**src/rtl/core/mbrs_pkg.sv**
```systemverilog
// shared types, codes and constants of the modbus tcp read register server
package mbrs_pkg;

   // default sizing of the register map
   localparam int DEF_MAX_SLAVES     = 8;
   localparam int DEF_REGS_PER_SLAVE = 64;

   // operation codes of an input transaction
   localparam logic [1:0] OP_REQ_BYTE  = 2'd0;
   localparam logic [1:0] OP_MAP_WRITE = 2'd1;
   localparam logic [1:0] OP_PULL      = 2'd2;

   // function codes and exception flag
   localparam logic [7:0] FC_RD_HOLDING = 8'h03;
   localparam logic [7:0] FC_RD_INPUT   = 8'h04;
   localparam logic [7:0] FC_EXC_FLAG   = 8'h80;

   // exception codes, none means a normal response
   localparam logic [7:0] EXC_NONE             = 8'h00;
   localparam logic [7:0] EXC_ILLEGAL_FUNCTION = 8'h01;
   localparam logic [7:0] EXC_ILLEGAL_ADDRESS  = 8'h02;
   localparam logic [7:0] EXC_ILLEGAL_VALUE    = 8'h03;

   // header limits
   localparam logic [15:0] MIN_PDU_LEN  = 16'd2;
   localparam logic [15:0] MAX_PDU_LEN  = 16'd253;
   localparam logic [15:0] MIN_READ_LEN = 16'd6;
   localparam logic [15:0] MAX_QUANTITY = 16'd125;
   localparam logic [7:0]  EXC_LEN_BYTE = 8'h03;

   // request byte positions
   localparam logic [8:0] RX_TID_HI   = 9'd0;
   localparam logic [8:0] RX_TID_LO   = 9'd1;
   localparam logic [8:0] RX_LEN_HI   = 9'd4;
   localparam logic [8:0] RX_LEN_LO   = 9'd5;
   localparam logic [8:0] RX_UNIT     = 9'd6;
   localparam logic [8:0] RX_FC       = 9'd7;
   localparam logic [8:0] RX_START_HI = 9'd8;
   localparam logic [8:0] RX_START_LO = 9'd9;
   localparam logic [8:0] RX_QTY_HI   = 9'd10;
   localparam logic [8:0] RX_QTY_LO   = 9'd11;
   localparam logic [8:0] MBAP_BYTES  = 9'd6;

   // response byte positions
   localparam logic [8:0] TX_TID_HI   = 9'd0;
   localparam logic [8:0] TX_TID_LO   = 9'd1;
   localparam logic [8:0] TX_LEN_HI   = 9'd4;
   localparam logic [8:0] TX_LEN_LO   = 9'd5;
   localparam logic [8:0] TX_UNIT     = 9'd6;
   localparam logic [8:0] TX_FC       = 9'd7;
   localparam logic [8:0] TX_COUNT    = 9'd8;
   localparam logic [8:0] TX_HDR_BYTES = 9'd9;

   typedef struct packed {
      logic [1:0]  operation;
      logic [7:0]  data_byte;
      logic [3:0]  reg_slave;
      logic [5:0]  reg_index;
      logic [15:0] reg_value;
   } req_type;

   typedef struct packed {
      logic [7:0] resp_byte;
      logic       resp_last;
   } rsp_type;

   // parsed request fields handed from parser to transmitter
   typedef struct packed {
      logic [15:0] transaction_id;
      logic [15:0] pdu_length;
      logic [7:0]  unit_code;
      logic [7:0]  function_code;
      logic [15:0] start_address;
      logic [15:0] quantity;
   } rx_fields_type;

endpackage

```
**src/rtl/core/mbrs_flat_div.sv**
```systemverilog
// start address split into slave quotient and offset for flat addressing
module mbrs_flat_div
   import mbrs_pkg::*;
#(
   parameter int REGS_PER_SLAVE = DEF_REGS_PER_SLAVE
) (
   input  logic        clock,
   input  logic [15:0] start_address,
   output logic [15:0] quotient_ff,
   output logic [15:0] offset_ff
);

   // reciprocal with enough fraction bits to be exact over 16-bit inputs
   localparam int SHIFT  = 16 + $clog2(REGS_PER_SLAVE);
   localparam int PROD_W = SHIFT + 16;
   localparam longint unsigned RECIP =
      ((64'd1 << SHIFT) + 64'(REGS_PER_SLAVE) - 64'd1) / 64'(REGS_PER_SLAVE);

   logic [PROD_W-1:0] prod_ff, prod_in;
   logic [15:0]       addr_d1_ff, addr_d2_ff;
   logic [15:0]       quot_d2_ff, quot_d2_in;
   logic [15:0]       quotient_in, offset_in;

   // stage one: multiply by reciprocal
   assign prod_in = PROD_W'(start_address) * PROD_W'(RECIP);

   // stage two: take the quotient bits
   assign quot_d2_in = prod_ff[SHIFT +: 16];

   // stage three: remainder by back-multiplication
   assign quotient_in = quot_d2_ff;
   assign offset_in   = addr_d2_ff - 16'(32'(quot_d2_ff) * 32'(REGS_PER_SLAVE));

   // free-running pipeline; address is stable long before it is used
   always_ff @(posedge clock) begin
      prod_ff     <= prod_in;
      addr_d1_ff  <= start_address;
      quot_d2_ff  <= quot_d2_in;
      addr_d2_ff  <= addr_d1_ff;
      quotient_ff <= quotient_in;
      offset_ff   <= offset_in;
   end

endmodule

```
**config.mk**
```make
export PLATFORM = sky130hd
export DESIGN_NAME = mbrs_flat_div
export DESIGN_NICKNAME = d
export VERILOG_FILES = /design/src/rtl/core/mbrs_pkg.sv /design/src/rtl/core/mbrs_flat_div.sv
export SDC_FILE = /design/constraint.sdc
export NUM_CORES = 1
export LEC_CHECK = 0
export ABC_AREA = 1
export BUFFER_PORTS_ARGS = -buffer_cell sky130_fd_sc_hd__buf_2
export CORE_ASPECT_RATIO = 1.4
export CORE_MARGIN = 2
export CORE_UTILIZATION = 46
export CTS_CLUSTER_DIAMETER = 40
export DETAILED_ROUTE_END_ITERATION = 12
export PLACE_DENSITY = 0.79
export SLEW_MARGIN = 20
export SYNTH_ARGS = -nofsm -noshare
export SYNTH_HDL_FRONTEND = slang
export SYNTH_SLANG_ARGS = --single-unit
```
**constraint.sdc**
```tcl
create_clock -name clock -period 1.85 [get_ports clock]
set_clock_uncertainty 0.2 [all_clocks]
set_input_delay 0.0925 -clock clock [delete_from_list [all_inputs] [get_ports clock]]
set_output_delay 0.0925 -clock clock [all_outputs]
set_load 0.01 [all_outputs]
```
# Word level (Yosys, flattened, before mapping)
# Index checks and enable logic that the tools add are counted.
# totals
register_bits	68
inputBits	17
out_inout_bits	32
word_cells	6
# op_classes
add_sub_neg	1
# op_table
op	n
subtractor 16 bit	1

# Logic depth before layout (Yosys ltp)
# logic_depth
depth_word	1
ltp_mapped	1
ltp_nobuf	0

# Least setup slack after synthesis
# Ideal clock, no wire load.
# synth_timing
path_type	register to output
startpoint	register offset_ff[0]
endpoint	output offset_ff[0]
arrival_time_ps	331
t_required_ps	1558
path_slack_ps	1227
path_stages_with_launch	1
path_buffers	0
cell_sequence	dfxtp_1
# synth_lines
element	line	text
from (decl)	mbrs_flat_div.sv:10	output logic [15:0] offset_ff
from (signal assigned)	mbrs_flat_div.sv:41	offset_ff <= offset_in;
# No word-level cell between the ends.

# Worst setup path in the final report
# layout_timing
startpoint	register quotient_ff[7]
endpoint	output quotient_ff[7]
# layout_lines
element	line	text
from (decl)	mbrs_flat_div.sv:9	output logic [15:0] quotient_ff,
from (signal assigned)	mbrs_flat_div.sv:40	quotient_ff <= quotient_in;
# No word-level cell between the ends.

==> qor.txt <==
Slowest CP cell: dfxtp_1
Via count: 529
RSZ-0062 raised after global routing: no
Peak supply drop: 1.13 mV
GP Congestion: 0.555
Critical path type: register to output pin
CTS tree: done
Via/cell ratio: 3.73
Leak: 0.715 nW
Worst path top cell family by delay: flip-flops
Most used DFF post-synth: dfxtp_1
CTS H-Tree Depth: 2
Port Buf Inserts: 32
Ranking of synthesized cells by area: dfxtp_1, buf_4, conb_1
Syn Inst Count: 65
Routed WL: 1310 um
Slew Viols, Final: 0
CTS root buf: clkbuf_4
Arr. time, crit path: 0.81 ns
Critical path buffer and inverter count: 1
I/O pin count: 49
Wire per inst: 9.24 um
Antenna-violating nets left: 0
Sw Pwr: 0.342 mW
Row Count: 20
Core Util, Final: 68.0%
CTS buffer count: 5
Required @ worst endpoint: 1.56 ns
Minimum clock period: 1.11 ns
Post-place instance area: 1210 sq um
Nets: 136
Crit end category: output pin
Synth Warn #: 0
Worst skew pair latency: 0.34 ns
Fmax achieved: 904 MHz
Final Cell Area: 1500 sq um
Post-synth EDFFs: 0
Final setup TNS: 0 ns
DPL Wire Length: 857 um
Die ar.: 2770 sq um
Initial core utilization: 49.3%
Core ar.: 2200 sq um
Cell area after synthesis: 1080 sq um
Share of layout cells above drive strength 1: 33.3%
First-pass GRT wire length: 1660 um
Remaining DRCs: 0
PD cells: 1360 nW/um^2
Synth Register Bits: 48
Synth top area share: 88.6%
Total track usage: 10.1%
CTS sink count: 48
Reg power frac: 54.1%
Initial antenna violation count: 0
Most common library cells after synthesis: dfxtp_1, buf_4, conb_1
CP max stage delay: 0.34 ns
CP Launch Type: register
Combinational share of power: 4.1%
Yosys top cell by area: dfxtp_1
Switching Fraction: 16.8%
Worst Hold Class: register to register
Internal Dissipation: 1.69 mW
First-iteration detailed-routing DRC count: 6
Total congestion overflow: 0
Top-count cell post-synth: dfxtp_1
Area grow syn2layout: 37.9%
Clock slew at reported path FFs: 0.12 ns
Fill count: 165
Mean area per synthesized cell: 16.7 sq um
Netlist cell types: 3
CTS Buffer Depth: 2
Proportion of power drawn by the clock network: 41.8%
Register area share after synthesis: 88.6%
Vias in the first global route: 427
Final hold violation count: 0
Setup violators final: 0
Die H: 61.5 um
Status: complete, no violations
Post-synth ARST share: 0%
Max-cap violation count: 0
Die width: 45.0 um
Largest net degree at the start of global routing: 16
Tcrit/Tclk final: 59.8%
Crit-path cells: buf_2
Diode count: 0
Critical-path maximum fanout: 1
Drt first pass iters: 3
-- final cells by class --
| class | count | area (sq um) | area share [%] |
|---|---|---|---|
| repair buffers | 48 | 320 | 21.4 |
| well taps | 22 | 27.5 | 1.84 |
| flip-flops and latches | 48 | 961 | 64.2 |
| clock buffers | 5 | 37.5 | 2.51 |
| clock inverters | 3 | 90.1 | 6.02 |
| multi-input cells | 16 | 60.1 | 4.01 |
-- metrics by stage --
stage	setup slack, ns	std cells	hold WS [ns]	power, mW
6_report	0.743	142	0.137	2.03
5_1_grt	0.695	142	0.138	2.10
4_1_cts	0.714	142	0.140	2.05
3_5_place_dp	1.12	118	-0.00389	1.18
3_3_place_gp	1.16	118	-0.00408	1.18
2_1_floorplan	1.23	80	-0.0798	1.17
-- power groups by stage --
stage	clock network, mW	logic, mW	registers, mW
after detailed placement	0	0.0576	1.12
after global routing	0.903	0.0917	1.11
after CTS	0.866	0.0831	1.10
after global placement	0	0.0566	1.12
after floorplan	0	0.0392	1.13
final	0.850	0.0834	1.10
-- state kept, by name, indices dropped and copies added, names as in the netlist --
register	flops
prod_ff	16
addr_d2_ff	15
quotient_ff	10
offset_ff	6
quot_d2_ff	1
-- final timing paths --
kind	start	endpoint	slack (ns)	depth (start not counted)
setup / recovery	quotient_ff[7]	quotient_ff[7]	0.74	1
hold / removal	prod_ff[30]	addr_d2_ff[14]	0.14	0
hold reg to reg	prod_ff[30]	addr_d2_ff[14]	0.14	0
setup reg to reg	prod_ff[18]	addr_d2_ff[2]	1.24	0
-- layout by cell type, fill, tap and decap left out --
master	Yosys	routed
dfxtp_1	48	48
buf_2	0	32
conb_1	1	16
dlygate4sd3_1	0	16
clkbuf_4	0	5
bufinv_16	0	3
-- kinds of logic (layout without fill, tap and decap cells) --
group / count (synthesis) / after routing / synth area share, %
other cells: 1 / 16 / 0.346
buf+inv: 16 / 56 / 11.1
flops: 48 / 48 / 88.6
-- timing repair --
| item | 4_1_cts | 5_1_grt |
|---|---|---|
| setup buffers | 0 | 0 |
| hold endpoints to repair | 16 | 0 |
| hold buffers | 16 | 0 |
| resized for setup | 0 | 0 |
-- routing by layer --
metal | GRT usage, % | up-vias | part of all wire (%)
met5 | 0 | - | 0
met2 | 15.9 | 28 | 54
met3 | 2.64 | 8 | 7.5
met4 | 16.4 | 0 | 6.6
met1 | 7.62 | 222 | 32
li1 | - | 271 | -
(Power assumes the default switching activity.)
