<file path="src/rtl/core/mbrs_pkg.sv">
// shared types, codes and constants of the modbus tcp read register server
package mbrs_pkg;

   // default sizing of the register map
   localparam int DEF_MAX_SLAVES     = 8;
   localparam int DEF_REGS_PER_SLAVE = 64;

   // operation codes of an input transaction
   localparam logic [1:0] OP_REQ_BYTE  = 2'd0;
   localparam logic [1:0] OP_MAP_WRITE = 2'd1;
   localparam logic [1:0] OP_PULL      = 2'd2;

   // function codes and exception flag
   localparam logic [7:0] FC_RD_HOLDING = 8'h03;
   localparam logic [7:0] FC_RD_INPUT   = 8'h04;
   localparam logic [7:0] FC_EXC_FLAG   = 8'h80;

   // exception codes, none means a normal response
   localparam logic [7:0] EXC_NONE             = 8'h00;
   localparam logic [7:0] EXC_ILLEGAL_FUNCTION = 8'h01;
   localparam logic [7:0] EXC_ILLEGAL_ADDRESS  = 8'h02;
   localparam logic [7:0] EXC_ILLEGAL_VALUE    = 8'h03;

   // header limits
   localparam logic [15:0] MIN_PDU_LEN  = 16'd2;
   localparam logic [15:0] MAX_PDU_LEN  = 16'd253;
   localparam logic [15:0] MIN_READ_LEN = 16'd6;
   localparam logic [15:0] MAX_QUANTITY = 16'd125;
   localparam logic [7:0]  EXC_LEN_BYTE = 8'h03;

   // request byte positions
   localparam logic [8:0] RX_TID_HI   = 9'd0;
   localparam logic [8:0] RX_TID_LO   = 9'd1;
   localparam logic [8:0] RX_LEN_HI   = 9'd4;
   localparam logic [8:0] RX_LEN_LO   = 9'd5;
   localparam logic [8:0] RX_UNIT     = 9'd6;
   localparam logic [8:0] RX_FC       = 9'd7;
   localparam logic [8:0] RX_START_HI = 9'd8;
   localparam logic [8:0] RX_START_LO = 9'd9;
   localparam logic [8:0] RX_QTY_HI   = 9'd10;
   localparam logic [8:0] RX_QTY_LO   = 9'd11;
   localparam logic [8:0] MBAP_BYTES  = 9'd6;

   // response byte positions
   localparam logic [8:0] TX_TID_HI   = 9'd0;
   localparam logic [8:0] TX_TID_LO   = 9'd1;
   localparam logic [8:0] TX_LEN_HI   = 9'd4;
   localparam logic [8:0] TX_LEN_LO   = 9'd5;
   localparam logic [8:0] TX_UNIT     = 9'd6;
   localparam logic [8:0] TX_FC       = 9'd7;
   localparam logic [8:0] TX_COUNT    = 9'd8;
   localparam logic [8:0] TX_HDR_BYTES = 9'd9;

   typedef struct packed {
      logic [1:0]  operation;
      logic [7:0]  data_byte;
      logic [3:0]  reg_slave;
      logic [5:0]  reg_index;
      logic [15:0] reg_value;
   } req_type;

   typedef struct packed {
      logic [7:0] resp_byte;
      logic       resp_last;
   } rsp_type;

   // parsed request fields handed from parser to transmitter
   typedef struct packed {
      logic [15:0] transaction_id;
      logic [15:0] pdu_length;
      logic [7:0]  unit_code;
      logic [7:0]  function_code;
      logic [15:0] start_address;
      logic [15:0] quantity;
   } rx_fields_type;

endpackage

</file>
<file path="src/rtl/core/mbrs_rx_parser.sv">
// request byte parser: mbap header and read request fields
module mbrs_rx_parser
   import mbrs_pkg::*;
(
   input  logic          clock,
   input  logic          reset,
   input  logic          byte_fire,
   input  logic [7:0]    data_byte,
   input  logic          pending,
   output rx_fields_type fields_ff,
   output logic          arm
);

   logic [8:0]    rx_pos_ff, rx_pos_in;
   rx_fields_type fields_in;
   logic [9:0]    pos_next;
   logic [16:0]   frame_end;
   logic          take;

   assign take     = byte_fire && !pending;
   assign pos_next = 10'(rx_pos_ff) + 10'd1;

   // field capture by position
   always_comb begin
      fields_in = fields_ff;
      if (take) begin
         unique case (rx_pos_ff)
            RX_TID_HI:   fields_in.transaction_id = {data_byte, 8'h00};
            RX_TID_LO:   fields_in.transaction_id[7:0] = data_byte;
            RX_LEN_HI:   fields_in.pdu_length = {data_byte, 8'h00};
            RX_LEN_LO:   fields_in.pdu_length[7:0] = data_byte;
            RX_UNIT:     fields_in.unit_code = data_byte;
            RX_FC:       fields_in.function_code = data_byte;
            RX_START_HI: fields_in.start_address = {data_byte, 8'h00};
            RX_START_LO: fields_in.start_address[7:0] = data_byte;
            RX_QTY_HI:   fields_in.quantity = {data_byte, 8'h00};
            RX_QTY_LO:   fields_in.quantity[7:0] = data_byte;
            default:     fields_in = fields_ff;
         endcase
      end
   end

   assign frame_end = 17'(MBAP_BYTES) + 17'(fields_in.pdu_length);

   // position update, bad length drop and frame completion
   always_comb begin
      rx_pos_in = rx_pos_ff;
      arm       = 1'b0;
      if (take) begin
         priority if (rx_pos_ff == RX_LEN_LO &&
                      (fields_in.pdu_length < MIN_PDU_LEN ||
                       fields_in.pdu_length > MAX_PDU_LEN)) begin
            rx_pos_in = '0;
         end else if (pos_next >= 10'(MBAP_BYTES) && 17'(pos_next) == frame_end) begin
            rx_pos_in = '0;
            arm       = 1'b1;
         end else begin
            rx_pos_in = pos_next[8:0];
         end
      end
   end

   always_ff @(posedge clock) begin
      if (reset) begin
         rx_pos_ff <= '0;
         fields_ff <= '0;
      end else begin
         rx_pos_ff <= rx_pos_in;
         fields_ff <= fields_in;
      end
   end

endmodule

</file>
<file path="config.mk">
export PLATFORM = sky130hd
export DESIGN_NAME = mbrs_rx_parser
export DESIGN_NICKNAME = d
export VERILOG_FILES = /design/src/rtl/core/mbrs_pkg.sv /design/src/rtl/core/mbrs_rx_parser.sv
export SDC_FILE = /design/constraint.sdc
export NUM_CORES = 1
export LEC_CHECK = 0
export BUFFER_PORTS_ARGS = -buffer_cell sky130_fd_sc_hd__buf_4
export CORE_MARGIN = 5
export CORE_UTILIZATION = 40
export DETAILED_ROUTE_END_ITERATION = 8
export PLACE_DENSITY = 0.63
export REMOVE_ABC_BUFFERS = 1
export SYNTH_ARGS = -nofsm -noshare
export SYNTH_HDL_FRONTEND = slang
export SYNTH_SLANG_ARGS = --single-unit
</file>
<file path="constraint.sdc">
create_clock -name clock -period 3.8 [get_ports clock]
set_input_delay 0.19 -clock clock [delete_from_list [all_inputs] [get_ports clock]]
set_output_delay 0.19 -clock clock [all_outputs]
set_load 0.03 [all_outputs]
</file>
* Word level (Yosys, flattened, before mapping) *
Cells that the tools add are included.

storage, ports and cells
  flip-flop bits (word level) = 89
  bits in latches = 0
  bits in writable memories = 0
  ROM bits = 0
  input bits = 12
  output and inout bits = 81
  logic and storage cells = 57
  memories kept = 0

operators by class
  add/subtract/negate cells = 2
  multipliers = 0
  divide/modulo/power cells = 0
  magnitude comparators = 3
  eq/ne operators = 10
  shift-type cells = 0
  multiplexer cells = 15
  bitwise gates (word level) = 0
  reductions and logical operators = 17

operators with widths
  operator                 number
  $mux W64                 1
  $pmux W8 S2              4
  $mux W8                  5
  $eq A9 B3 Y1 const B     4
  $eq A9 B4 Y1 const B     4
  $mux W9                  2
  $add A3 B16 Y17 const A  1
  $eq A10 B17 Y1           1
  $gt A16 B8 Y1 const B    1
  $lt A16 B2 Y1 const B    1
  $reduce_and A2 Y1        8
  $add A9 B1 Y10 const B   1
  $ge A10 B3 Y1 const B    1
  $eq A9 B1 Y1 const B     1
  $logic_not A9 Y1         1
  $reduce_bool A2 Y1       3
  $logic_and A1 B1 Y1      3
  $mux W1                  3
  $logic_not A1 Y1         1
  $logic_or A1 B1 Y1       1

* Depth between registers and ports, before layout *
  depth after elaboration = 9
  gate-level depth with buffers = 15
  mapped depth without buffers = 13

* Least setup slack after synthesis *
No wires, ideal clock.

  path type = register to output
  start = register rx_pos_ff[4]
  end = output arm
  arrival = 4.252 ns
  required time = 3.610 ns
  setup slack = -0.642 ns
  stages on the path, launching flop included = 13
  buffers on the path = 3
  cells stage by stage = dfxtp_1 > buf_6 > or4_4 > buf_6 > clkbuf_1 > or4_1 > a22oi_1 > ha_1 > xnor2_1 > xnor2_1 > nand4_1 > or4_1 > nor4_1

on the way
  longest elaborated chain between the ends = 9
  elaborated cells between the ends (all ways) = 17
  those cells by class = add/sub: 2; order compare: 3; eq/ne: 3; mux: 6; reduce/logical: 3

ends and longest elaborated chain
  element                                        RTL line                                    source
  start, declared                                mbrs_rx_parser.sv:14                        logic [8:0] rx_pos_ff, rx_pos_in;
  start signal, assigned                         mbrs_rx_parser.sv:68                        rx_pos_ff <= rx_pos_in;
  $eq A9 B3 Y1 (on tied branches)                mbrs_rx_parser.sv:27, mbrs_rx_parser.sv:50
  $pmux W8 S2 / $mux W8 (equally long branches)  mbrs_rx_parser.sv:27                        unique case (rx_pos_ff)
  $mux W64                                       mbrs_rx_parser.sv:26                        if (take) begin
  $add A3 B16 Y17                                mbrs_rx_parser.sv:43                        assign frame_end = 17'(MBAP_BYTES) + 17'(fields_in.pdu_length);
  $eq A10 B17 Y1                                 mbrs_rx_parser.sv:54                        end else if (pos_next >= 10'(MBAP_BYTES) && 17'(pos_next) == frame_end) begin
  $logic_and A1 B1 Y1                            mbrs_rx_parser.sv:54
  $mux W1                                        mbrs_rx_parser.sv:54
  $mux W1 (*)                                    mbrs_rx_parser.sv:50                        priority if (rx_pos_ff == RX_LEN_LO &&
  $mux W1 (*)                                    mbrs_rx_parser.sv:49                        if (take) begin
  end, declared                                  mbrs_rx_parser.sv:11                        output logic arm

Mark *: on every way between the ends. The rest lies on a longest branch, timed or not.

* Worst setup path in the final report *
Ends and elaborated chain as after synthesis.

==> metrics.yaml <==
status:
  status: "complete, no violations"
detailed_routing:
  vias_per_cell: 5.53
  dr.pass1.iters: 5
  drcViolationCount: 0
  drt_wl_total_mm: 14.1
  ant_nets: 0
  wire_per_inst_um: 17.7
  vias: 4418
  drt-initial-drc-count: 334
logic_synthesis:
  synthTopCellsByCount: "nand2_1 (100), dfxtp_1 (89), nor2_1 (56), a21oi_1 (48), clkbuf_1 (35)"
  yosysWarnings: 0
  syn_inst: 555
  seq_area_frac_synth_pct: 39.0
  synth_area_mm2: 0.00457
  synth-seq-cells: 89
  ys_async_sr_fraction_pct: 0
  synthTopCellsByArea: "dfxtp_1 (39%), nand2_1 (8.2%), mux2i_1 (6.4%), a21oi_1 (5.3%), nor2_1 (4.6%)"
  postSynthAreaPerCell_um2: 8.23
  synth_edf_count: 0
  synthDistinctLibCells: 63
  yosysTopAreaCellShare_pct: 39.0
  synth_flop_cell: "dfxtp_1"
  yosys.area.top_type: "dfxtp_1"
  yosysMostFrequentCell: "nand2_1"
clock_network:
  cts_tree: "built"
  cts_root_buf: "clkbuf_16"
  clock_tree.buffer_depth: 2
  cts_htree_levels: 3
  cts_num_sinks: 89
  cts.clk_slew.worst_paths_ns: 0.07
  numCtsBuffers: 9
  clock_latency_ns: 0.35
placed_design:
  port_buffers: 92
  post-place-ws_ns: 0.0782
  gp_congestion: 0.913
  post_dp_cell_area_mm2: 0.00548
  hpwlAfterDp_mm: 10.1
sta:
  fmax_ghz: 0.267
  setup_ws_ns: 0.0592
  slew_viol_final: 0
  post-route-min-period_ns: 3.74
  rsz0062_at_grt: "true"
  finClkSkew_ns: 0.00845
  fin_tns_setup_ns: 0
  max_slew_margin_pct: 39.8
  setup_violations: 0
  hold_violations: 0
  hold_slack_ns: 0.190
  tightest_slew_ns: 0.903
  fin_crit_sh_pct: 98.4
floorplanning:
  die_y_um: 117
  ioPinCount: 93
  die_width_um: 117
  die_area_mm2: 0.0137
  initial_core_util_pct: 40.4
  core_mm2: 0.0113
  rows: 39
setup_path:
  startpoint_type: "flip-flop"
  crit_family: "simple AND/OR/NAND/NOR gates"
  critPathLaunch: "rx_pos_ff[4]"
  crit_buf_inv: 1
  path_max_fanout: 2
  reg2reg_from: "rx_pos_ff[4]"
  worstPathArrival_ns: 3.55
  critPathKind: "flip-flop to output port"
  cp.required_ns: 3.61
  endpoint_kind: "output port"
  critPathMaxStageDelay_ns: 0.54
  crit_chain: "or4_4 > or4_4 > a22oi_2 > ha_4 > xnor2_1 > nor3b_2 > nand4_1 > or4_1 > nor4_2 > buf_4"
  crit_slowest_cell: "or4_4"
  cp_common_cell: "or4_4"
pwr:
  vdd_ir_drop_max_mv: 0.254
  cellLeakagePower_nw: 2.48
  p_per_area_mw_per_mm2: 331
hold_path:
  min_from: "data_byte[7]"
  hp-class: "primary input to flip-flop"
grt:
  grt_pass1_vias: 4290
  grt.overflow.total: 0
  grt_max_degree: 89
  grt_first_pass_wirelength_mm: 22.6
  track_usage_pct: 21.0
  antenna_found_initial: 0
cells_and_area:
  drive_above_1_share_pct: 27.3
  area_growth_pct: 29.9
  diodes: 0
  fin_util_pct: 52.4
  multi_input_area_mm2: 0.00272
  fin_nets: 668
  regArea_mm2: 0.00178
  fillers: 1089
  fin_area_mm2: 0.00593
job:
  drv_cap: 0
power breakdown:
part / internal, mW / switching (mW)
logic: 0.0426 / 0.0915
clock network: 0.463 / 0.423
registers: 0.939 / 0.00448
total: 1.44 / 0.519
metrics by stage:
stage | power (mW) | instances
global route | 2.04 | 799
global placement | 1.09 | 779
CTS | 1.98 | 798
finish | 1.96 | 799
detailed placement | 1.09 | 779
floorplan | 1.02 | 514
worst reg2reg max path, stage by stage (launching register included):
cell	delay, ns
dfxtp_1	0.32
or4_4	0.54
or4_4	0.52
a22oi_2	0.23
ha_4	0.24
xnor2_1	0.13
nor3b_2	0.17
nand4_1	0.16
buf_4	0.18
buf_4	0.12
buf_4	0.12
a211oi_1	0.19
and4b_2	0.39
a211oi_1	0.08
a31o_2	0.22
final timing paths:
| check | end | slack [ns] | cells after the start |
|---|---|---|---|
| max reg2reg | rx_pos_ff[5] | 0.08 | 14 |
| min | fields_ff[71] | 0.19 | 3 |
| max | arm | 0.06 | 10 |
| min reg2reg | fields_ff[14] | 0.46 | 2 |
kinds of logic (layout without fill, tap and decap cells):
| kind of cell | Yosys count | count (layout) | synth area share, % |
|---|---|---|---|
| adder cells (fa/ha/maj) | 6 | 6 | 1.59 |
| AO/OA/AOI/OAI | 101 | 101 | 15.4 |
| AND/OR/NAND/NOR | 259 | 259 | 28.0 |
| flip-flops | 89 | 89 | 39.0 |
| multiplexers | 32 | 32 | 7.18 |
| XOR/XNOR | 23 | 23 | 4.41 |
| buffers and inverters | 45 | 146 | 4.38 |
cell usage in the layout (no fill, tap or decap), drive strengths merged, types with 4 or more instances in the layout:
cell | Yosys | routed
nand2b | 4 | 4
o41ai | 5 | 5
nand3 | 16 | 16
xnor2 | 15 | 15
or3 | 5 | 5
o21ai | 5 | 5
nor3 | 9 | 9
xor2 | 8 | 8
inv | 4 | 8
dfxtp | 89 | 89
buf | 6 | 126
and4 | 4 | 4
and2 | 10 | 10
nor2 | 56 | 56
nor4 | 7 | 7
a22oi | 12 | 12
nand2 | 100 | 100
ha | 5 | 5
a31o | 4 | 4
mux2i | 29 | 29
nand4 | 12 | 12
and3 | 10 | 10
clkbuf | 35 | 9
a21oi | 48 | 48
repair_timing:
action | in CTS | in global routing
hold buffers | 0 | 0
buffers inserted | 3 | 1
resized for setup | 7 | 15
setup endpoints to repair | 1 | 10
pin swaps | 6 | 6
metal layers:
| metal | global-route usage, % | up-vias | part of all wire, % |
|---|---|---|---|
| met1 | 27.6 | 2103 | 43 |
| met4 | 6.42 | 0 | 2.0 |
| met5 | 0 | - | 0 |
| met3 | 6.79 | 21 | 8.0 |
| li1 | - | 2155 | - |
| met2 | 33.0 | 139 | 46 |
registers in the layout, summed over array words and instances, names as in the netlist:
register	flops
fields_ff	80
rx_pos_ff	9
cell type report:
| cell class | count | area share, % |
|---|---|---|
| multi-input cells | 421 | 45.8 |
| flip-flops and latches | 89 | 30.0 |
| repair buffers | 126 | 15.9 |
| clock buffers | 9 | 3.80 |
| well taps | 143 | 3.01 |
| clock inverters | 7 | 1.20 |
| inverters | 4 | 0.253 |
No activity file was read; power rests on OpenSTA's default activity.
