==> src/rtl/core/mbrs_pkg.sv <==
// shared types, codes and constants of the modbus tcp read register server
package mbrs_pkg;

   // default sizing of the register map
   localparam int DEF_MAX_SLAVES     = 8;
   localparam int DEF_REGS_PER_SLAVE = 64;

   // operation codes of an input transaction
   localparam logic [1:0] OP_REQ_BYTE  = 2'd0;
   localparam logic [1:0] OP_MAP_WRITE = 2'd1;
   localparam logic [1:0] OP_PULL      = 2'd2;

   // function codes and exception flag
   localparam logic [7:0] FC_RD_HOLDING = 8'h03;
   localparam logic [7:0] FC_RD_INPUT   = 8'h04;
   localparam logic [7:0] FC_EXC_FLAG   = 8'h80;

   // exception codes, none means a normal response
   localparam logic [7:0] EXC_NONE             = 8'h00;
   localparam logic [7:0] EXC_ILLEGAL_FUNCTION = 8'h01;
   localparam logic [7:0] EXC_ILLEGAL_ADDRESS  = 8'h02;
   localparam logic [7:0] EXC_ILLEGAL_VALUE    = 8'h03;

   // header limits
   localparam logic [15:0] MIN_PDU_LEN  = 16'd2;
   localparam logic [15:0] MAX_PDU_LEN  = 16'd253;
   localparam logic [15:0] MIN_READ_LEN = 16'd6;
   localparam logic [15:0] MAX_QUANTITY = 16'd125;
   localparam logic [7:0]  EXC_LEN_BYTE = 8'h03;

   // request byte positions
   localparam logic [8:0] RX_TID_HI   = 9'd0;
   localparam logic [8:0] RX_TID_LO   = 9'd1;
   localparam logic [8:0] RX_LEN_HI   = 9'd4;
   localparam logic [8:0] RX_LEN_LO   = 9'd5;
   localparam logic [8:0] RX_UNIT     = 9'd6;
   localparam logic [8:0] RX_FC       = 9'd7;
   localparam logic [8:0] RX_START_HI = 9'd8;
   localparam logic [8:0] RX_START_LO = 9'd9;
   localparam logic [8:0] RX_QTY_HI   = 9'd10;
   localparam logic [8:0] RX_QTY_LO   = 9'd11;
   localparam logic [8:0] MBAP_BYTES  = 9'd6;

   // response byte positions
   localparam logic [8:0] TX_TID_HI   = 9'd0;
   localparam logic [8:0] TX_TID_LO   = 9'd1;
   localparam logic [8:0] TX_LEN_HI   = 9'd4;
   localparam logic [8:0] TX_LEN_LO   = 9'd5;
   localparam logic [8:0] TX_UNIT     = 9'd6;
   localparam logic [8:0] TX_FC       = 9'd7;
   localparam logic [8:0] TX_COUNT    = 9'd8;
   localparam logic [8:0] TX_HDR_BYTES = 9'd9;

   typedef struct packed {
      logic [1:0]  operation;
      logic [7:0]  data_byte;
      logic [3:0]  reg_slave;
      logic [5:0]  reg_index;
      logic [15:0] reg_value;
   } req_type;

   typedef struct packed {
      logic [7:0] resp_byte;
      logic       resp_last;
   } rsp_type;

   // parsed request fields handed from parser to transmitter
   typedef struct packed {
      logic [15:0] transaction_id;
      logic [15:0] pdu_length;
      logic [7:0]  unit_code;
      logic [7:0]  function_code;
      logic [15:0] start_address;
      logic [15:0] quantity;
   } rx_fields_type;

endpackage

==> src/rtl/core/mbrs_tx_frame.sv <==
// response classification, frame byte generation and result register
module mbrs_tx_frame
   import mbrs_pkg::*;
#(
   parameter int MAX_SLAVES     = DEF_MAX_SLAVES,
   parameter int REGS_PER_SLAVE = DEF_REGS_PER_SLAVE,
   parameter int ADDR_W         = $clog2(MAX_SLAVES * REGS_PER_SLAVE)
) (
   input  logic              clock,
   input  logic              reset,
   input  rx_fields_type     fields,
   input  logic [15:0]       flat_quotient,
   input  logic [15:0]       flat_offset,
   input  logic              arm,
   input  logic              pull_fire,
   input  logic              rsp_ready,
   input  logic [15:0]       rd_data,
   output logic              pending_ff,
   output logic              rd_en,
   output logic [ADDR_W-1:0] rd_addr,
   output logic              rsp_valid_ff,
   output rsp_type           rsp_data
);

   logic        pending_in;
   logic [8:0]  tx_pos_ff, tx_pos_in;
   logic        rsp_valid_in;
   logic [7:0]  hdr_byte_ff, hdr_byte_in;
   logic        use_mem_ff, use_mem_in;
   logic        mem_hi_ff, mem_hi_in;
   logic        last_ff, last_in;

   logic        direct;
   logic [16:0] slave;
   logic [15:0] offset;
   logic [7:0]  fault_code;
   logic        normal;
   logic [9:0]  data_len;
   logic [9:0]  total;
   logic [15:0] frame_len;
   logic [7:0]  normal_byte, exc_byte;
   logic [8:0]  reg_k;
   logic [31:0] base_addr;
   logic        emit;

   // addressing mode
   assign direct = fields.unit_code >= 8'd1 && 32'(fields.unit_code) <= 32'(MAX_SLAVES);
   assign slave  = direct ? 17'(fields.unit_code) : 17'(flat_quotient) + 17'd1;
   assign offset = direct ? fields.start_address : flat_offset;

   // request classification
   always_comb begin
      priority if (fields.function_code != FC_RD_HOLDING &&
                   fields.function_code != FC_RD_INPUT) begin
         fault_code = EXC_ILLEGAL_FUNCTION;
      end else if (fields.pdu_length < MIN_READ_LEN) begin
         fault_code = EXC_ILLEGAL_VALUE;
      end else if (fields.quantity == 16'd0 || fields.quantity > MAX_QUANTITY) begin
         fault_code = EXC_ILLEGAL_VALUE;
      end else if (32'(slave) > 32'(MAX_SLAVES) ||
                   32'(offset) + 32'(fields.quantity) > 32'(REGS_PER_SLAVE)) begin
         fault_code = EXC_ILLEGAL_ADDRESS;
      end else begin
         fault_code = EXC_NONE;
      end
   end

   assign normal    = fault_code == EXC_NONE;
   assign data_len  = {fields.quantity[8:0], 1'b0};
   assign total     = normal ? 10'(TX_HDR_BYTES) + data_len : 10'(TX_HDR_BYTES);
   assign frame_len = {fields.quantity[14:0], 1'b0} + 16'd3;

   // normal frame header bytes
   always_comb begin
      unique case (tx_pos_ff)
         TX_TID_HI: normal_byte = fields.transaction_id[15:8];
         TX_TID_LO: normal_byte = fields.transaction_id[7:0];
         TX_LEN_HI: normal_byte = frame_len[15:8];
         TX_LEN_LO: normal_byte = frame_len[7:0];
         TX_UNIT:   normal_byte = fields.unit_code;
         TX_FC:     normal_byte = fields.function_code;
         TX_COUNT:  normal_byte = data_len[7:0];
         default:   normal_byte = 8'h00;
      endcase
   end

   // exception frame bytes
   always_comb begin
      unique case (tx_pos_ff)
         TX_TID_HI: exc_byte = fields.transaction_id[15:8];
         TX_TID_LO: exc_byte = fields.transaction_id[7:0];
         TX_LEN_LO: exc_byte = EXC_LEN_BYTE;
         TX_UNIT:   exc_byte = fields.unit_code;
         TX_FC:     exc_byte = fields.function_code | FC_EXC_FLAG;
         TX_COUNT:  exc_byte = fault_code;
         default:   exc_byte = 8'h00;
      endcase
   end

   // register map read for data bytes
   assign reg_k     = (tx_pos_ff - TX_HDR_BYTES) >> 1;
   assign base_addr = direct ?
      (32'(fields.unit_code) - 32'd1) * 32'(REGS_PER_SLAVE) + 32'(fields.start_address) :
      32'(fields.start_address);
   assign emit    = pull_fire && pending_ff;
   assign rd_en   = emit && normal && tx_pos_ff >= TX_HDR_BYTES;
   assign rd_addr = ADDR_W'(base_addr + 32'(reg_k));

   // next result register contents and frame progress
   always_comb begin
      pending_in   = pending_ff;
      tx_pos_in    = tx_pos_ff;
      rsp_valid_in = rsp_valid_ff;
      hdr_byte_in  = hdr_byte_ff;
      use_mem_in   = use_mem_ff;
      mem_hi_in    = mem_hi_ff;
      last_in      = last_ff;
      if (arm) begin
         pending_in = 1'b1;
         tx_pos_in  = '0;
      end
      if (emit) begin
         rsp_valid_in = 1'b1;
         hdr_byte_in  = normal ? normal_byte : exc_byte;
         use_mem_in   = rd_en;
         mem_hi_in    = tx_pos_ff[0];
         last_in      = 10'(tx_pos_ff) + 10'd1 >= total;
         if (10'(tx_pos_ff) + 10'd1 >= total) begin
            pending_in = 1'b0;
            tx_pos_in  = '0;
         end else begin
            tx_pos_in  = tx_pos_ff + 9'd1;
         end
      end else if (rsp_ready) begin
         rsp_valid_in = 1'b0;
      end
   end

   // control state
   always_ff @(posedge clock) begin
      if (reset) begin
         pending_ff   <= 1'b0;
         tx_pos_ff    <= '0;
         rsp_valid_ff <= 1'b0;
      end else begin
         pending_ff   <= pending_in;
         tx_pos_ff    <= tx_pos_in;
         rsp_valid_ff <= rsp_valid_in;
      end
   end

   // result payload
   always_ff @(posedge clock) begin
      hdr_byte_ff <= hdr_byte_in;
      use_mem_ff  <= use_mem_in;
      mem_hi_ff   <= mem_hi_in;
      last_ff     <= last_in;
   end

   assign rsp_data.resp_byte = use_mem_ff ? (mem_hi_ff ? rd_data[15:8] : rd_data[7:0])
                                          : hdr_byte_ff;
   assign rsp_data.resp_last = last_ff;

endmodule

==> config.mk <==
export PLATFORM = sky130hd
export DESIGN_NAME = mbrs_tx_frame
export DESIGN_NICKNAME = d
export VERILOG_FILES = /design/src/rtl/core/mbrs_pkg.sv /design/src/rtl/core/mbrs_tx_frame.sv
export SDC_FILE = /design/constraint.sdc
export NUM_CORES = 1
export LEC_CHECK = 0
export ABC_AREA = 1
export BUFFER_PORTS_ARGS = -buffer_cell sky130_fd_sc_hd__buf_2
export CAP_MARGIN = 25
export CORE_ASPECT_RATIO = 0.7
export CORE_MARGIN = 2
export CORE_UTILIZATION = 53
export DETAILED_ROUTE_END_ITERATION = 10
export PLACE_DENSITY = 0.91
export SLEW_MARGIN = 20
export SYNTH_ARGS = -nofsm -noshare
export SYNTH_HDL_FRONTEND = slang
export SYNTH_SLANG_ARGS = --single-unit
==> constraint.sdc <==
create_clock -name clock -period 7.75 [get_ports clock]
set_input_delay 1.55 -clock clock [delete_from_list [all_inputs] [get_ports clock]]
set_output_delay 1.55 -clock clock [all_outputs]
set_load 0.02 [all_outputs]
Word level (Yosys, flattened, before mapping)
Cells that the tools add are included.

Register bits: 22. Logic and storage cells: 66. Input bits: 133. Output and inout bits: 21.

Reductions and logical operators: 12. Magnitude comparators: 8. $add $sub $neg: 10. Eq/ne operators: 8. Muxes and demuxes: 21.

Operators by type and width (count): $pmux W8 S7 (1); $pmux W8 S6 (1); $eq A9 B3 Y1 const B (4); $mux W9 (4); $mux W8 (4); $add A16 B1 Y17 const B (1); $add A16 B16 Y17 (1); $gt A17 B4 Y1 const B (1); $gt A17 B7 Y1 const B (1); $mux W17 (1); $add A16 B2 Y16 const B (1); $gt A16 B7 Y1 const B (1); $logic_not A16 Y1 (1); $lt A16 B3 Y1 const B (1); $mux W16 (1); $add A4 B10 Y10 const A (1); $add A9 B1 Y10 const B (1); $ge A10 B10 Y1 (1); $mux W10 (1); $add A9 B1 Y9 const B (1); $add A9 B8 Y9 (1); $add A9 B9 Y9 (1); $eq A9 B1 Y1 const B (1); $eq A9 B4 Y1 const B (1); other kinds (14) (26).

Depth between registers and ports, before layout
Gate-level depths: netlist of run 1.

Depth in word-level cells: 15. Depth in mapped cells: 36.

Worst setup path after synthesis of run 1
No wires, ideal clock.

Kind: input to output. From: in fields[40] (netlist name). To: out rd_en. Arrival time: 5103 ps. Path buffers: 2. Setup slack: 1097 ps. Cell stages on the path: 25. Required time: 6200 ps. Cell sequence: inv_1 ha_1 inv_1 nor2_1 nand2_1 nand3_2 buf_2 buf_1 mux2_2 ha_1 inv_1 fa_1 inv_1 nand3_1 nand2_1 nand2_1 nand2_1 nand2_1 nand3_1 nand2_1 nor2_1 nand3_1 nor2_4 nand2_1 nor3_1.

Cells in the longest elaborated chain, start to end: 13.

RTL lines: start: declaration (RTL line mbrs_tx_frame.sv:11) `input rx_fields_type fields,`; $ge A8 B1 Y1 or $le A8 B4 Y1 (tied branches) (RTL line mbrs_tx_frame.sv:47) `assign direct = fields.unit_code >= 8'd1 && 32'(fields.unit_code) <= 32'(MAX_SLAVES);`; $logic_and A1 B1 Y1 (RTL line mbrs_tx_frame.sv:47); $mux W16 (RTL line mbrs_tx_frame.sv:49) `assign offset = direct ? fields.start_address : flat_offset;`; $add A16 B16 Y17 (RTL line mbrs_tx_frame.sv:61) `32'(offset) + 32'(fields.quantity) > 32'(REGS_PER_SLAVE)) begin`; $gt A17 B7 Y1 (RTL line mbrs_tx_frame.sv:61); $logic_or A1 B1 Y1 * (RTL line mbrs_tx_frame.sv:60) `end else if (32'(slave) > 32'(MAX_SLAVES) ||`; $mux W2 * (RTL line mbrs_tx_frame.sv:60); $mux W2 * (RTL line mbrs_tx_frame.sv:58) `end else if (fields.quantity == 16'd0 || fields.quantity > MAX_QUANTITY) begin`; $mux W2 * (RTL line mbrs_tx_frame.sv:56) `end else if (fields.pdu_length < MIN_READ_LEN) begin`; $mux W8 * (RTL line mbrs_tx_frame.sv:53) `priority if (fields.function_code != FC_RD_HOLDING &&`; $logic_not A8 Y1 * (RTL line mbrs_tx_frame.sv:68) `assign normal = fault_code == EXC_NONE;`; $logic_and A1 B1 Y1 * (2 in series) (RTL line mbrs_tx_frame.sv:106) `assign rd_en = emit && normal && tx_pos_ff >= TX_HDR_BYTES;`; end: declaration (RTL line mbrs_tx_frame.sv:19) `output logic rd_en,`.

Mark *: on every way between the ends. The rest lies on a longest branch, timed or not.

Final worst setup path of run 1
Ends and elaborated chain as after synthesis.

==> summary.json, run 1 <==
{
  "status": {
    "run_status": "completed"
  },
  "sta": {
    "timing.final.setup_violations": 0,
    "timing.final.hold_violations": 0,
    "timing.max_slew.rel_slack_pct": 55.1,
    "fin_crit_ps": 7180,
    "fmax_mhz": 139,
    "rsz0062_at_grt": "no",
    "share_of_the_clock_period_used_by_the_worst_path_after_layout_pct": 92.7,
    "setup_tns_ps": 0,
    "maxSlewViolCount": 0,
    "finClkSkew_ps": 1.87,
    "worstMarginPinSlew_ps": 670
  },
  "route": {
    "detail_route.iter0.violations": 743,
    "dr.pass1.iters": 5,
    "drt-wirelength-per-cell_um": 13.5,
    "via_per_inst": 5.43,
    "detail_route.wirelength_mm": 15.2,
    "vias_after_detailed_routing": 6089,
    "drt_drc_violations_left": 0,
    "postRouteAntennaNets": 0
  },
  "place": {
    "portBuffers": 152,
    "place_congestion": 0.967,
    "post-dp-hpwl_mm": 12.7,
    "dp.cells": 1118
  },
  "power_and_ir_drop": {
    "vdd_drop_max_mv": 0.0755,
    "leakage_nw": 3.21,
    "post-layout-total-power_w": 0.000531,
    "cellPowerDensity_nw_per_um2": 91.3
  },
  "worst_setup_path": {
    "timing.critical_path.required_ps": 6200,
    "critical_path_cell_count": 24,
    "r2r_start": "tx_pos_ff[0]",
    "timing.reg2reg.worst_path_depth": 18,
    "critical_path.slowest_cell": "mux2_2",
    "timing.critical_path.slowest_cell_delay_ps": 350,
    "path_max_fanout": 14,
    "crit_path_end_kind": "output pin",
    "setup_cp_type": "input pin to output pin",
    "startpoint": "fields[40]",
    "cp_common_cell": "nand2_1",
    "crit_chain": "buf_2, inv_1, ha_1, inv_1, nor2_1, nand2_1, nand3_2, buf_4, mux2_2, ha_1, nand2_1, nand2_1, a21oi_1, nand2_1, nand2_1, nand2_1, nand2_1, nand3_1, nor2_1, nand3_1, nor2_4, nand2_1, nor3_1, buf_2",
    "buffers_and_inverters_on_the_worst_path": 5,
    "crit_family": "simple AND/OR/NAND/NOR gates",
    "data_arrival_critical_path_ps": 5630,
    "cp_startpoint_kind": "input pin"
  },
  "floorplanning": {
    "fp.coreArea_um2": 8960,
    "floorplan.die.height_um": 83.9,
    "die-area_um2": 9910,
    "initial_utilization_pct": 53.9,
    "rows": 29,
    "die_width_um": 118,
    "pin_count": 154
  },
  "yosys": {
    "yosysUniqueCellTypes": 43,
    "netlist_instances": 852,
    "seq_area_frac_synth_pct": 11.4,
    "avgSynthCellArea_um2": 5.67,
    "synth_fp_nets": 1036,
    "ys_warn_count": 0,
    "syn_area_um2": 4830,
    "ys_seq_elements": 22
  },
  "global_route": {
    "grt_pass1_vias": 5246,
    "gr-usage-all-layers_pct": 29.3,
    "grt_antenna_before_repair": 0,
    "grt_first_pass_wirelength_mm": 24.1,
    "grt_max_degree": 17,
    "grt.met2_usage_pct": 44.5,
    "grt_max_usage_layer": "met2",
    "gr-usage-met3_pct": 8.27,
    "grtUsageMet1_pct": 42.3,
    "congestion_overflow_gr": 0
  },
  "clock_network": {
    "ctsResizeCount": 0,
    "clk_path_buf_depth": 2,
    "cts.sinks": 22,
    "clock_tree_from_tritoncts": "done",
    "number_of_clock_buffers_inserted_by_tritoncts": 3,
    "clk_root_buffer_cell": "clkbuf_16",
    "postCtsSetupRepairBufs": 0,
    "clk-insertion-delay-late_ps": 260,
    "ctsHoldBuffers": 0,
    "ctsHtreeMaxLevel": 1,
    "path_clk_slew_ps": 60
  },
  "cells_and_area": {
    "area.growth.synth_to_final_pct": 20.3,
    "final_core_utilization_pct": 64.9,
    "nets": 1183,
    "final-instance-count-excl-fill": 1122,
    "antenna_cells": 0,
    "share_of_post_route_cells_with_drive_strength_above_1_pct": 19.3
  },
  "min_path": {
    "cell_depth_of_the_worst_hold_path": 2,
    "hold_path_startpoint": "rsp_valid_ff",
    "hold_path.class": "register to register"
  },
  "run": {
    "drv.max_cap_violation_count": 0
  }
}
-- worst reg2reg max path: cells and delay by family (launching register included) --
family / cells / cell delay, ps
flops: 1 / 470
compound gates: 1 / 80
fa+ha+maj: 2 / 560
xor+xnor: 1 / 180
simple gates: 11 / 1600
buf+inv: 3 / 200
-- sequential cells by signal, summed over array words and instances (netlist names) --
name	count
hdr_byte_ff	8
last_ff	1
mem_hi_ff	1
pending_ff	1
rsp_valid_ff	1
tx_pos_ff	9
use_mem_ff	1
-- final timing paths --
check | end | slack (ps)
worst max register to register | tx_pos_ff[0] | 4530
worst max-delay path | rd_en | 570
worst min register to register | rsp_valid_ff | 470
worst min-delay path | rsp_valid_ff | 470
-- layout by cell type, fill, tap and decap left out, types with 12 or more instances in the layout --
master / instances
mux2_2: 12
nand3_1: 73
a21oi_1: 38
o21ai_0: 26
ha_1: 48
nand4_1: 14
inv_1: 134
buf_2: 152
nand2_1: 255
nor3_1: 12
xor2_1: 21
nor2_1: 107
-- metrics by stage --
stage / hold WS (ps) / instance area, um^2 / setup WS (ps)
floorplan: 458 / 4830 / 1100
global placement: 445 / 5710 / 806
detailed placement: 456 / 5710 / 707
CTS: 472 / 5810 / 707
global route: 502 / 5810 / 180
finish: 467 / 5810 / 566
-- routing by layer --
metal  up-vias  share of wire [%]
li1       3051                  -
met1      2662                 46
met2       362                 40
met3        14                 13
met4         0               0.77
met5         -                  0
-- report_power, final --
group	switching [W]	internal, W
Sequential	0.00000281	0.000126
Clock	0.0000429	0.000103
Combinational	0.000158	0.0000973
Total	0.000204	0.000326
-- kinds of logic after synthesis --
family	Yosys count	share of synthesized area, %
AOI/OAI and AO/OA	107	13.4
xor gates and xnor gates	23	4.17
adders and majority gates	51	13.7
buffers and inverters	151	11.9
DFF	22	11.4
muxes	12	2.80
other	1	0.0776
and+or+nand+nor	485	42.5
-- cell type report --
cell class,count,area (um^2)
inverters,139,522
multi-input cells,679,3700
clock inverters,1,30.0
well taps,124,155
fillers,869,3150
repair buffers,154,776
flip-flops and latches,22,551
clock buffers,3,75.1
-- synth_stat cells, drive strengths merged --
master,n,area [um^2]
clkbuf,7,26.3
mux2,12,135
and2,2,12.5
o21bai,7,52.6
fa,3,60.1
a221oi,5,43.8
o221ai,3,26.3
nor3,13,70.1
a2111oi,2,17.5
o211ai,2,15.0
xnor2,2,17.5
ha,48,601
buf,5,28.8
dfxtp,11,220
nand3b,4,30.0
nand4,15,100
inv,139,522
and3,1,6.26
edfxtp,11,330
a21oi,39,206
o22ai,5,31.3
o21ai,27,135
o2111ai,2,17.5
or2,2,12.5
o311ai,1,8.76
a22o,3,26.3
nor2,112,443
nand3,75,385
nand2,261,995
a31oi,11,68.8
conb,1,3.75
xor2,21,184
(Power assumes the default switching activity.)
==> run 2: changes to the inputs <==
--- a/config.mk
+++ b/config.mk
@@ -13,6 +13,7 @@
 export CORE_UTILIZATION = 53
 export DETAILED_ROUTE_END_ITERATION = 10
 export PLACE_DENSITY = 0.91
+export RECOVER_POWER = 25
 export SLEW_MARGIN = 20
 export SYNTH_ARGS = -nofsm -noshare
 export SYNTH_HDL_FRONTEND = slang
==> run 2 against run 1 <==
- sequential share of layout area barely moved
- setup slack improved by 3.4 ps
- clock skew hardly changed
- count of clock-buffer cells in the layout unchanged
- critical path type unchanged
- first-iteration DRC count is the same
- highest routed layer unchanged
- utilization about the same
- via count down 0.39%
==> summary.json, run 2 (synthesis gave the netlist of run 1 again) <==
{
  "cells_and_area": {
    "share_of_post_route_cells_with_drive_strength_above_1": {"value": 19.0, "unit": "%", "change": "was 19.3%"},
    "layout.cells.most_common": {"value": "nand2_1", "change": "unchanged"},
    "antenna_cells": {"value": 0, "change": "unchanged"},
    "largest_registers": {"value": "tx_pos_ff x9, hdr_byte_ff x8", "change": "unchanged"},
    "final_design_area_no_fill": {"value": 5810, "unit": "um^2", "change": "about the same"},
    "area.growth.synth_to_final": {"value": 20.2, "unit": "%", "change": "was 20.3%"},
    "nets": {"value": 1183, "change": "unchanged"},
    "largest_register_ff_count": {"value": 9, "change": "unchanged"},
    "nFillCells": {"value": 871, "change": "was 869"},
    "final_cell_mix": {"value": "255 x nand2_1, 149 x buf_2, 134 x inv_1", "change": "was 255 x nand2_1, 152 x buf_2, 134 x inv_1"},
    "largest-register": {"value": "tx_pos_ff", "change": "unchanged"},
    "final-instance-count-excl-fill": {"value": 1122, "change": "unchanged"}
  },
  "route": {
    "detail_route.wirelength": {"value": 15.2, "unit": "mm", "change": "about the same"},
    "via_per_inst": {"value": 5.41, "change": "was 5.43"},
    "dr.pass1.iters": {"value": 5, "change": "unchanged"},
    "drt-wirelength-per-cell": {"value": 13.5, "unit": "um", "change": "about the same"},
    "detail_route.iter0.violations": {"value": 743, "change": "unchanged"},
    "postRouteAntennaNets": {"value": 0, "change": "unchanged"},
    "drt_drc_violations_left": {"value": 0, "change": "unchanged"},
    "vias_after_detailed_routing": {"value": 6065, "change": "was 6,089"}
  },
  "sta": {
    "timing.max_slew.rel_slack": {"value": 53.7, "unit": "%", "change": "was 55.1%"},
    "final.hold.worst_slack": {"value": 470, "unit": "ps", "change": "was 467 ps"},
    "maxSlewViolCount": {"value": 0, "change": "unchanged"},
    "setup_tns": {"value": 0, "unit": "ps", "change": "unchanged"},
    "timing.final.hold_violations": {"value": 0, "change": "unchanged"},
    "fmax": {"value": 139, "unit": "MHz", "change": "about the same"},
    "finClkSkew": {"value": 1.70, "unit": "ps", "change": "was 1.87 ps"},
    "timing.final.setup_violations": {"value": 0, "change": "unchanged"},
    "rsz0062_at_grt": {"value": "no", "change": "unchanged"},
    "fin_crit": {"value": 7180, "unit": "ps", "change": "about the same"},
    "share_of_the_clock_period_used_by_the_worst_path_after_layout": {"value": 92.7, "unit": "%", "change": "about the same"},
    "worstMarginPinSlew": {"value": 691, "unit": "ps", "change": "was 670 ps"}
  },
  "worst_setup_path": {
    "r2r_start": {"value": "tx_pos_ff[0]", "change": "unchanged"},
    "path_max_fanout": {"value": 14, "change": "unchanged"},
    "data_arrival_critical_path": {"value": 5630, "unit": "ps", "change": "about the same"},
    "reg2reg_capture_point": {"value": "tx_pos_ff[0]", "change": "unchanged"},
    "timing.reg2reg.worst_path_depth": {"value": 18, "change": "unchanged"},
    "crit_chain": {"value": "buf_2, inv_1, ha_1, inv_1, nor2_1, nand2_1, nand3_2, buf_4, mux2_2, ha_1, nand2_1, nand2_1, a21oi_1, nand2_1, nand2_1, nand2_1, nand2_1, nand3_1, nor2_1, nand3_1, nor2_4, nand2_1, nor3_1, buf_2", "change": "unchanged"},
    "crit_path_end_kind": {"value": "output pin", "change": "unchanged"},
    "cp_common_cell": {"value": "nand2_1", "change": "unchanged"},
    "cp_startpoint_kind": {"value": "input pin", "change": "unchanged"},
    "timing.critical_path.slowest_cell_delay": {"value": 350, "unit": "ps", "change": "about the same"},
    "timing.critical_path.required": {"value": 6200, "unit": "ps", "change": "about the same"},
    "ff2ff_setup_slack": {"value": 4530, "unit": "ps", "change": "about the same"},
    "critical_path.slowest_cell": {"value": "mux2_2", "change": "unchanged"},
    "setup_cp_type": {"value": "input pin to output pin", "change": "unchanged"}
  },
  "clock_network": {
    "clk-insertion-delay-late": {"value": 260, "unit": "ps", "change": "about the same"},
    "clock_tree_from_tritoncts": {"value": "done", "change": "unchanged"},
    "ctsHtreeMaxLevel": {"value": 1, "change": "unchanged"},
    "postCtsSetupRepairBufs": {"value": 0, "change": "unchanged"},
    "path_clk_slew": {"value": 60, "unit": "ps", "change": "about the same"},
    "ctsResizeCount": {"value": 0, "change": "unchanged"},
    "clk_path_buf_depth": {"value": 2, "change": "unchanged"},
    "number_of_clock_buffers_inserted_by_tritoncts": {"value": 3, "change": "unchanged"},
    "cts.sinks": {"value": 22, "change": "unchanged"},
    "ctsHoldBuffers": {"value": 0, "change": "unchanged"},
    "clk_root_buffer_cell": {"value": "clkbuf_16", "change": "unchanged"}
  },
  "status": {
    "run_status": {"value": "completed", "change": "unchanged"}
  },
  "global_route": {
    "grt_antenna_before_repair": {"value": 0, "change": "unchanged"},
    "gr-usage-all-layers": {"value": 29.3, "unit": "%", "change": "unchanged"},
    "grt_first_pass_wirelength": {"value": 24.1, "unit": "mm", "change": "unchanged"},
    "grt_pass1_vias": {"value": 5246, "change": "unchanged"},
    "grt_max_degree": {"value": 17, "change": "unchanged"},
    "congestion_overflow_gr": {"value": 0, "change": "unchanged"}
  },
  "min_path": {
    "cell_depth_of_the_worst_hold_path": {"value": 2, "change": "unchanged"},
    "hold_path.class": {"value": "register to register", "change": "unchanged"},
    "hold_path_startpoint": {"value": "rsp_valid_ff", "change": "unchanged"},
    "hold-path-endpoint": {"value": "rsp_valid_ff", "change": "unchanged"}
  },
  "place": {
    "post-dp-hpwl": {"value": 12.7, "unit": "mm", "change": "unchanged"},
    "dp.cells": {"value": 1118, "change": "unchanged"},
    "dpl_cell_area": {"value": 5710, "unit": "um^2", "change": "unchanged"},
    "place_congestion": {"value": 0.967, "change": "unchanged"},
    "portBuffers": {"value": 152, "change": "unchanged"}
  },
  "power_and_ir_drop": {
    "leakage": {"value": 3.20, "unit": "nW", "change": "was 3.21 nW"},
    "post-layout-total-power": {"value": 0.000531, "unit": "W", "change": "about the same"},
    "cellPowerDensity": {"value": 91.4, "unit": "nW/um^2", "change": "was 91.3 nW/um^2"},
    "vdd_drop_max": {"value": 0.0756, "unit": "mV", "change": "was 0.0755 mV"}
  },
  "floorplanning": {
    "die-area": {"value": 9910, "unit": "um^2", "change": "unchanged"},
    "pin_count": {"value": 154, "change": "unchanged"},
    "floorplan.die.height": {"value": 83.9, "unit": "um", "change": "unchanged"},
    "die_width": {"value": 118, "unit": "um", "change": "unchanged"},
    "initial_utilization": {"value": 53.9, "unit": "%", "change": "unchanged"},
    "fp.coreArea": {"value": 8960, "unit": "um^2", "change": "unchanged"},
    "rows": {"value": 29, "change": "unchanged"}
  },
  "run": {
    "drv.max_cap_violation_count": {"value": 0, "change": "unchanged"}
  }
}
-- run 2: per-stage QoR --
stage	utilization, %	setup slack, ps
after detailed placement	63.7	707
after global placement	63.7	806
after floorplan	-	1100
final	64.8	569
after global routing	64.8	180
after CTS	64.9	707
-- run 2: report_power, final --
group	total, W	switching, W	internal, W
logic	0.000256	0.000159	0.0000971
registers	0.000129	0.00000283	0.000126
clock network	0.000146	0.0000430	0.000103
total	0.000531	0.000204	0.000326
-- run 2: how the worst max path moves through the flow --
| stage | cells past startpoint | start | slack [ps] | endpoint |
|---|---|---|---|---|
| 6_report | 24 | fields[40] | 570 | rd_en |
| 5_1_grt | 24 | fields[40] | 180 | rd_en |
| 4_1_cts | 24 | fields[40] | 710 | rd_en |
| 3_5_place_dp | 24 | fields[40] | 710 | rd_en |
| 3_3_place_gp | 24 | fields[40] | 810 | rd_en |
| 2_1_floorplan | 25 | fields[40] | 1100 | rd_en |
-- run 2: layer usage --
layer / track usage [%] / part of all wire (%) / vias up
li1: - / - / 3050
met1: 42.3 / 46 / 2640
met2: 44.5 / 41 / 365
met3: 8.27 / 13 / 10
met4: 3.18 / 0.55 / 0
met5: 0 / 0 / -
-- run 2: cell type report --
type,count,area (um^2),share of cell area (%)
multi-input cells,679,3700,63.8
inverters,139,522,8.98
clock buffers,3,75.1,1.29
clock inverters,1,30.0,0.517
repair buffers,154,772,13.3
flip-flops and latches,22,551,9.48
well taps,124,155,2.67
-- run 2: critical path: cells and delay by family --
kind	cells	cell delay [ps]
simple gates	15	2030
buf+inv	5	840
fa+ha+maj	2	570
mux	1	350
compound gates	1	260
